### config.mk
export PLATFORM = sky130hd
export DESIGN_NAME = two_shot_alpha_extract
export DESIGN_NICKNAME = d
export VERILOG_FILES = /design/src/hw/rtl/tsae_pkg.sv /design/src/hw/rtl/tsae_lane.sv /design/src/hw/rtl/tsae_merge.sv /design/src/hw/rtl/two_shot_alpha_extract.sv
export SDC_FILE = /design/constraint.sdc
export NUM_CORES = 1
export LEC_CHECK = 0
export BUFFER_PORTS_ARGS = -buffer_cell sky130_fd_sc_hd__clkbuf_2
export CAP_MARGIN = 25
export CORE_ASPECT_RATIO = 1.75
export CORE_MARGIN = 3
export CORE_UTILIZATION = 30
export DETAILED_ROUTE_END_ITERATION = 8
export SLEW_MARGIN = 20
export SYNTH_ARGS = -nofsm -noshare
export SYNTH_HDL_FRONTEND = slang
export SYNTH_SLANG_ARGS = --single-unit
### constraint.sdc
create_clock -name clk_i -period 6.13 [get_ports clk_i]
set_input_delay 0.9195 -clock clk_i [delete_from_list [all_inputs] [get_ports clk_i]]
set_output_delay 0.9195 -clock clk_i [all_outputs]
set_load 0.02 [all_outputs]
### src/hw/rtl/tsae_pkg.sv
// ----------------------------------------------------------------------------
// tsae_pkg: shared types and helpers for the two-shot alpha extractor
// Holds widths, pipeline depth, the restoring divide step and sideband types.
// ----------------------------------------------------------------------------
`default_nettype none

package tsae_pkg;

  localparam int unsigned PixW         = 8;
  localparam int unsigned NumW         = 2 * PixW;
  localparam int unsigned DivStages    = 4;
  localparam int unsigned BitsPerStage = PixW / DivStages;

  localparam logic [PixW-1:0] FullScale = 8'd255;

  typedef struct packed {
    logic [PixW-1:0] rem;
    logic [PixW-1:0] low;
    logic [PixW-1:0] quo;
  } div_state_t;

  typedef struct packed {
    logic            same;
    logic            zero;
    logic [PixW-1:0] alpha;
    logic [PixW-1:0] red;
    logic [PixW-1:0] green;
    logic [PixW-1:0] blue;
  } side_t;

  // ch * 255 as (ch << 8) - ch
  function automatic logic [NumW-1:0] scale_full(input logic [PixW-1:0] ch);
    scale_full = {ch, {PixW{1'b0}}} - {{PixW{1'b0}}, ch};
  endfunction

  // initial divider state, the high half is already below the divisor
  function automatic div_state_t div_init(input logic [NumW-1:0] num);
    div_state_t s;
    s.rem = num[NumW-1:PixW];
    s.low = num[PixW-1:0];
    s.quo = '0;
    div_init = s;
  endfunction

  // one restoring divide step, one quotient bit
  function automatic div_state_t div_step(input div_state_t s,
                                          input logic [PixW-1:0] den);
    logic [PixW:0] t;
    logic [PixW:0] d;
    div_state_t    n;
    t     = {s.rem, s.low[PixW-1]};
    d     = {1'b0, den};
    n.low = {s.low[PixW-2:0], 1'b0};
    if (t >= d) begin
      n.rem = PixW'(t - d);
      n.quo = {s.quo[PixW-2:0], 1'b1};
    end else begin
      n.rem = t[PixW-1:0];
      n.quo = {s.quo[PixW-2:0], 1'b0};
    end
    div_step = n;
  endfunction

endpackage

`default_nettype wire

### src/hw/rtl/tsae_lane.sv
// ----------------------------------------------------------------------------
// tsae_lane: pipelined un-premultiply divider for one color channel
// Restoring division of ch*255 by alpha, two quotient bits per stage.
// ----------------------------------------------------------------------------
`default_nettype none

module tsae_lane (
  input  wire logic                      clk_i,
  input  wire logic [tsae_pkg::NumW-1:0] num_i,
  input  wire logic [tsae_pkg::PixW-1:0] den_i,
  output logic      [tsae_pkg::PixW-1:0] quo_o
);

  tsae_pkg::div_state_t st_q  [tsae_pkg::DivStages];
  tsae_pkg::div_state_t st_d  [tsae_pkg::DivStages];
  logic [tsae_pkg::PixW-1:0] den_q [tsae_pkg::DivStages];

  for (genvar k = 0; k < tsae_pkg::DivStages; k++) begin : g_stage
    tsae_pkg::div_state_t     s_in;
    logic [tsae_pkg::PixW-1:0] den_in;

    if (k == 0) begin : g_first
      assign s_in   = tsae_pkg::div_init(num_i);
      assign den_in = den_i;
    end else begin : g_next
      assign s_in   = st_q[k-1];
      assign den_in = den_q[k-1];
    end

    always_comb begin
      st_d[k] = s_in;
      for (int unsigned b = 0; b < tsae_pkg::BitsPerStage; b++) begin
        st_d[k] = tsae_pkg::div_step(st_d[k], den_in);
      end
    end

    always_ff @(posedge clk_i) begin
      st_q[k]  <= st_d[k];
      den_q[k] <= den_in;
    end
  end

  assign quo_o = st_q[tsae_pkg::DivStages-1].quo;

endmodule

`default_nettype wire

### src/hw/rtl/tsae_merge.sv
// ----------------------------------------------------------------------------
// tsae_merge: combines the lane quotients with the pixel sideband
// Selects opaque pass-through, all-zero or un-premultiplied color.
// ----------------------------------------------------------------------------
`default_nettype none

module tsae_merge (
  input  wire logic                      clk_i,
  input  wire logic                      rst_ni,
  input  wire logic                      valid_i,
  input  wire tsae_pkg::side_t           side_i,
  input  wire logic [tsae_pkg::PixW-1:0] quo_red_i,
  input  wire logic [tsae_pkg::PixW-1:0] quo_green_i,
  input  wire logic [tsae_pkg::PixW-1:0] quo_blue_i,
  output logic                           valid_o,
  output logic      [tsae_pkg::PixW-1:0] red_o,
  output logic      [tsae_pkg::PixW-1:0] green_o,
  output logic      [tsae_pkg::PixW-1:0] blue_o,
  output logic      [tsae_pkg::PixW-1:0] alpha_o
);

  logic                      valid_q;
  logic [tsae_pkg::PixW-1:0] red_d, green_d, blue_d, alpha_d;
  logic [tsae_pkg::PixW-1:0] red_q, green_q, blue_q, alpha_q;

  always_comb begin
    if (side_i.same) begin
      red_d   = side_i.red;
      green_d = side_i.green;
      blue_d  = side_i.blue;
      alpha_d = tsae_pkg::FullScale;
    end else if (side_i.zero) begin
      red_d   = '0;
      green_d = '0;
      blue_d  = '0;
      alpha_d = '0;
    end else begin
      red_d   = quo_red_i;
      green_d = quo_green_i;
      blue_d  = quo_blue_i;
      alpha_d = side_i.alpha;
    end
  end

  always_ff @(posedge clk_i or negedge rst_ni) begin
    if (!rst_ni) begin
      valid_q <= 1'b0;
    end else begin
      valid_q <= valid_i;
    end
  end

  always_ff @(posedge clk_i) begin
    red_q   <= red_d;
    green_q <= green_d;
    blue_q  <= blue_d;
    alpha_q <= alpha_d;
  end

  assign valid_o = valid_q;
  assign red_o   = red_q;
  assign green_o = green_q;
  assign blue_o  = blue_q;
  assign alpha_o = alpha_q;

endmodule

`default_nettype wire

### src/hw/rtl/two_shot_alpha_extract.sv
// ----------------------------------------------------------------------------
// two_shot_alpha_extract: color and opacity from two shots of one pixel
// Pipelined extractor with one divider lane per color channel.
//
// Usage:
//   A request is taken at each rising edge where start is high and busy is
//   low. busy is always low, so a new pixel pair may come every cycle.
//   Each request gives exactly one result: strobe_o is high for one cycle
//   with out_red_o, out_green_o, out_blue_o and out_alpha_o valid in it.
//   Pipeline: one stage for compare, max and scaling, four divider
//   stages of two quotient bits each, one merge stage.
//   Throughput: one pixel per cycle; the divider lanes are fully pipelined.
//   Results leave in request order. The receiver cannot stall the block,
//   and no pushback is needed since nothing is buffered beyond the pipe.
//   Reset clears all valid flags; requests in flight are dropped and no
//   strobe appears until a new request has passed through.
// ----------------------------------------------------------------------------
`default_nettype none

module two_shot_alpha_extract (
  input  wire logic                      clk_i,
  input  wire logic                      rst_ni,
  input  wire logic                      start,
  output logic                           busy,
  input  wire logic [tsae_pkg::PixW-1:0] first_red_i,
  input  wire logic [tsae_pkg::PixW-1:0] first_green_i,
  input  wire logic [tsae_pkg::PixW-1:0] first_blue_i,
  input  wire logic [tsae_pkg::PixW-1:0] second_red_i,
  input  wire logic [tsae_pkg::PixW-1:0] second_green_i,
  input  wire logic [tsae_pkg::PixW-1:0] second_blue_i,
  output logic                           strobe_o,
  output logic      [tsae_pkg::PixW-1:0] out_red_o,
  output logic      [tsae_pkg::PixW-1:0] out_green_o,
  output logic      [tsae_pkg::PixW-1:0] out_blue_o,
  output logic      [tsae_pkg::PixW-1:0] out_alpha_o
);

  logic                      req;
  logic [tsae_pkg::PixW-1:0] alpha;
  tsae_pkg::side_t           side_d;

  logic                      pre_vld_q;
  tsae_pkg::side_t           pre_side_q;
  logic [tsae_pkg::NumW-1:0] num_r_q, num_g_q, num_b_q;

  logic            vld_q  [tsae_pkg::DivStages];
  tsae_pkg::side_t side_q [tsae_pkg::DivStages];

  logic [tsae_pkg::PixW-1:0] quo_r, quo_g, quo_b;

  assign busy = 1'b0;
  assign req  = start && !busy;

  // greatest channel of the second shot
  always_comb begin
    alpha = second_red_i;
    if (second_green_i > alpha) begin
      alpha = second_green_i;
    end
    if (second_blue_i > alpha) begin
      alpha = second_blue_i;
    end
  end

  always_comb begin
    side_d.same  = (first_red_i == second_red_i) && (first_green_i == second_green_i)
                   && (first_blue_i == second_blue_i);
    side_d.zero  = (alpha == '0);
    side_d.alpha = alpha;
    side_d.red   = first_red_i;
    side_d.green = first_green_i;
    side_d.blue  = first_blue_i;
  end

  always_ff @(posedge clk_i or negedge rst_ni) begin
    if (!rst_ni) begin
      pre_vld_q <= 1'b0;
      for (int unsigned k = 0; k < tsae_pkg::DivStages; k++) begin
        vld_q[k] <= 1'b0;
      end
    end else begin
      pre_vld_q <= req;
      vld_q[0]  <= pre_vld_q;
      for (int unsigned k = 1; k < tsae_pkg::DivStages; k++) begin
        vld_q[k] <= vld_q[k-1];
      end
    end
  end

  always_ff @(posedge clk_i) begin
    pre_side_q <= side_d;
    num_r_q    <= tsae_pkg::scale_full(second_red_i);
    num_g_q    <= tsae_pkg::scale_full(second_green_i);
    num_b_q    <= tsae_pkg::scale_full(second_blue_i);
    side_q[0]  <= pre_side_q;
    for (int unsigned k = 1; k < tsae_pkg::DivStages; k++) begin
      side_q[k] <= side_q[k-1];
    end
  end

  tsae_lane u_lane_red (
    .clk_i (clk_i),
    .num_i (num_r_q),
    .den_i (pre_side_q.alpha),
    .quo_o (quo_r)
  );

  tsae_lane u_lane_green (
    .clk_i (clk_i),
    .num_i (num_g_q),
    .den_i (pre_side_q.alpha),
    .quo_o (quo_g)
  );

  tsae_lane u_lane_blue (
    .clk_i (clk_i),
    .num_i (num_b_q),
    .den_i (pre_side_q.alpha),
    .quo_o (quo_b)
  );

  tsae_merge u_merge (
    .clk_i       (clk_i),
    .rst_ni      (rst_ni),
    .valid_i     (vld_q[tsae_pkg::DivStages-1]),
    .side_i      (side_q[tsae_pkg::DivStages-1]),
    .quo_red_i   (quo_r),
    .quo_green_i (quo_g),
    .quo_blue_i  (quo_b),
    .valid_o     (strobe_o),
    .red_o       (out_red_o),
    .green_o     (out_green_o),
    .blue_o      (out_blue_o),
    .alpha_o     (out_alpha_o)
  );

  // every request gives one strobe after the fixed latency
  assert property (@(posedge clk_i) disable iff (!rst_ni)
    req |-> ##6 strobe_o)
    else $error("missing result strobe");

  assert property (@(posedge clk_i) disable iff (!rst_ni)
    !req |-> ##6 !strobe_o)
    else $error("result strobe without request");

  // zero alpha only comes with an all-black result
  assert property (@(posedge clk_i) disable iff (!rst_ni)
    (strobe_o && out_alpha_o == '0) |->
      (out_red_o == '0 && out_green_o == '0 && out_blue_o == '0))
    else $error("color nonzero at zero alpha");

  // an agreeing pair passes opaque, with red and blue checked unchanged
  assert property (@(posedge clk_i) disable iff (!rst_ni)
    (req && side_d.same) |-> ##6 (out_alpha_o == tsae_pkg::FullScale
      && out_red_o == $past(first_red_i, 6) && out_blue_o == $past(first_blue_i, 6)))
    else $error("agreeing pixel not passed through");

endmodule

`default_nettype wire
==> impl_metrics.tcl <==
set metrics [dict create \
    status "complete, no violations" \
    finalSetupViolCount 0 \
    synth_top_flop_cell "dfxtp_1" \
    synth_top_area_frac 0.417 \
    crit_type "primary input to register" \
    synthXorXnorAreaFrac 0.0572 \
    path_clk_slew_ns 0.07 \
    synth-compound-area-share 0.158 \
    rows 124 \
    firstDrtPassIters 5 \
    clk_latency_ns 0.55 \
    synth_area_leader_cell "dfxtp_1" \
    cts_tree "done" \
    synth_most_common_cell "dfxtp_1" \
    end_kind "register" \
    cp-start-kind "primary input" \
    first_iter_violations 701 \
    required_ns 6.60 \
    grt_pass1_wl_mm 82.5 \
    n_fill_cell 6616 \
    syn2layout_area_growth_pct 14.3 \
    rsz0062_at_grt "no" \
    gp_congestion 0.938 \
    fp.dieW_um 201 \
    layout-drive-gt1-share 0.140 \
    avgSynthCellArea_um2 10.2 \
    h-tree-depth 2 \
    drc 0 \
    layout.nets 2365 \
    clk_root_buffer_cell "clkbuf_16" \
    ant_nets 0 \
    drv_cap 0 \
    ys_top_cells_by_area "dfxtp_1, ha_1, mux2_2" \
    synth_mux_area_frac 0.0639 \
    crit_arrival_ns 5.51 \
    path_max_fanout 11 \
    synth_edf_count 0 \
    dp_hpwl_mm 43.8 \
    cts_buffers 40 \
    initial_core_util 0.305 \
    syn-num-nets 2255 \
    slew_headroom 0.487 \
    fmax_mhz 198 \
    hold_path.class "primary input to asynchronous set/reset pin" \
    numPortBuffers 83 \
    final.setup.tns_ns 0 \
    synthCells 1972 \
    grt_pass1_vias 15300 \
    drt_wl_total_mm 53.5 \
    netlist_top_cells_count "dfxtp_1, ha_1, inv_1, nor2_1, nand2_1" \
    synthAdderAreaFrac 0.153 \
    tightestPinTransition_ns 0.767 \
    syn-cell-area_um2 20100 \
    grt_max_degree 34 \
    cts_resized 0 \
    cts_setup_buffers 0 \
    dieArea_um2 70100 \
    slew_viol_final 0 \
    synth_simple_gate_area_frac 0.110 \
    grt_overflow 0 \
    yosysSeqAreaShare 0.425 \
    track_usage 0.149 \
    period_needed_ns 5.04 \
    vias 14600 \
    viasPerCell 4.87 \
    ctsHoldBuffers 0 \
    synth_top_family_by_area "compound AO/OA/AOI/OAI gates" \
    num_io_pins 85 \
    grt_antenna_before_repair 3 \
    clock-sinks 424 \
    synth.distinct_cells 80 \
    coreArea_um2 65800 \
    fp.dieH_um 348 \
    async_flop_share 0.0142 \
    finalCritPeriodShare 0.822 \
    cts_buffer_depth 3 \
    synth_seq_cells 424 \
    routedWlPerCell_um 17.9 \
    hold_violations 0 \
    ys_warn_count 0 \
    clock_skew_ns 0.0226 \
]
[worst paths after layout]
check                      depth (start not counted)             startpoint                endpoint  slack (ns)
setup / recovery                                  16        second_red_i[6]          pre_side_q[32]        1.09
hold / removal                                     1                 rst_ni         u_merge.valid_o        0.18
setup reg to reg                                  16          side_q[0][25]  u_lane_red.st_q[1][20]        1.32
hold reg to reg                                    0  u_lane_red.st_q[2][4]   u_lane_red.st_q[3][6]        0.32
max in group asynchronous                          1                 rst_ni               pre_vld_q        5.81
min in group clk_i                                 0  u_lane_red.st_q[2][4]   u_lane_red.st_q[3][6]        0.32
[flip-flops by register name, summed over array words and instances, names as in the netlist, 16 cells and up]
name and count:
num_b_q 16, num_g_q 16, num_r_q 16, pre_side_q 34, side_q 129, u_lane_blue.st_q 56, u_lane_green.st_q 56, u_lane_red.st_q 56
[worst max-delay path, stage by stage]
cell and delay, ns:
clkbuf_2 0.18, inv_1 0.14, ha_1 0.33, o21ai_0 0.28, nor2_1 0.25, or2_0 0.37, o21ai_0 0.40, mux2i_1 0.31
ha_1 0.29, a21oi_1 0.16, o21ai_1 0.10, mux2i_1 0.46, a21o_1 0.35, a31oi_1 0.15, or4_1 0.60, nor4b_2 0.22
[metrics by stage]
stage	cell area (µm²)	hold slack, ns	cells	utilization	setup slack (ns)
after floorplan	20100	0.310	1972	-	1.62
after global placement	21600	0.311	2922	0.328	0.567
after detailed placement	21600	0.312	2922	0.328	0.584
after CTS	22900	0.147	2994	0.348	1.17
after global routing	22900	0.159	2994	0.349	0.793
final	22900	0.176	2995	0.349	1.09
[cell families after synthesis]
| logic type | count (synthesis) |
|---|---|
| adders and majority gates | 232 |
| muxes | 111 |
| xor gates and xnor gates | 131 |
| DFF | 424 |
| AOI/OAI and AO/OA | 457 |
| and+or+nand+nor | 441 |
| other | 1 |
| buffers and inverters | 175 |
[routing by layer]
metal,up-vias,wire length (µm),track usage
met5,-,0,0
met4,0,4080,0.0993
met3,165,1490,0.0159
met2,303,29400,0.303
met1,6902,18500,0.137
li1,7225,-,-
[layout make-up]
type | count | area [µm²] | share of cell area
Multi-Input combinational cell | 1373 | 10900 | 0.474
Timing Repair Buffer | 100 | 543 | 0.0237
Sequential cell | 424 | 8520 | 0.371
Clock inverter | 25 | 290 | 0.0127
Tap cell | 882 | 1100 | 0.0481
Antenna cell | 1 | 2.50 | 0.000109
Clock buffer | 47 | 1070 | 0.0465
Inverter | 143 | 537 | 0.0234
[placed cells by master, fill, tap and decap left out, types with 19 or more instances in the layout]
| cell | Yosys | routed |
|---|---|---|
| clkbuf_2 | 0 | 83 |
| fa_1 | 21 | 21 |
| nand4_1 | 36 | 36 |
| nand2b_1 | 20 | 20 |
| clkbuf_16 | 0 | 40 |
| nor2b_1 | 37 | 37 |
| nand2_1 | 100 | 100 |
| nor3_1 | 32 | 32 |
| mux2i_1 | 20 | 20 |
| inv_1 | 138 | 138 |
| o21ai_0 | 85 | 85 |
| xor2_1 | 47 | 47 |
| a22o_1 | 24 | 24 |
| nor2_1 | 122 | 121 |
| mux2_2 | 76 | 76 |
| ha_1 | 211 | 211 |
| a21o_1 | 52 | 52 |
| nand3_1 | 20 | 20 |
| xnor2_1 | 84 | 84 |
| a21oi_1 | 90 | 90 |
| o21a_1 | 33 | 33 |
| o21bai_1 | 19 | 19 |
| dfxtp_1 | 418 | 418 |
Power is left out: the tool's default activity adds up to more than one toggle a clock period on the data nets, which glitch-free logic cannot reach.
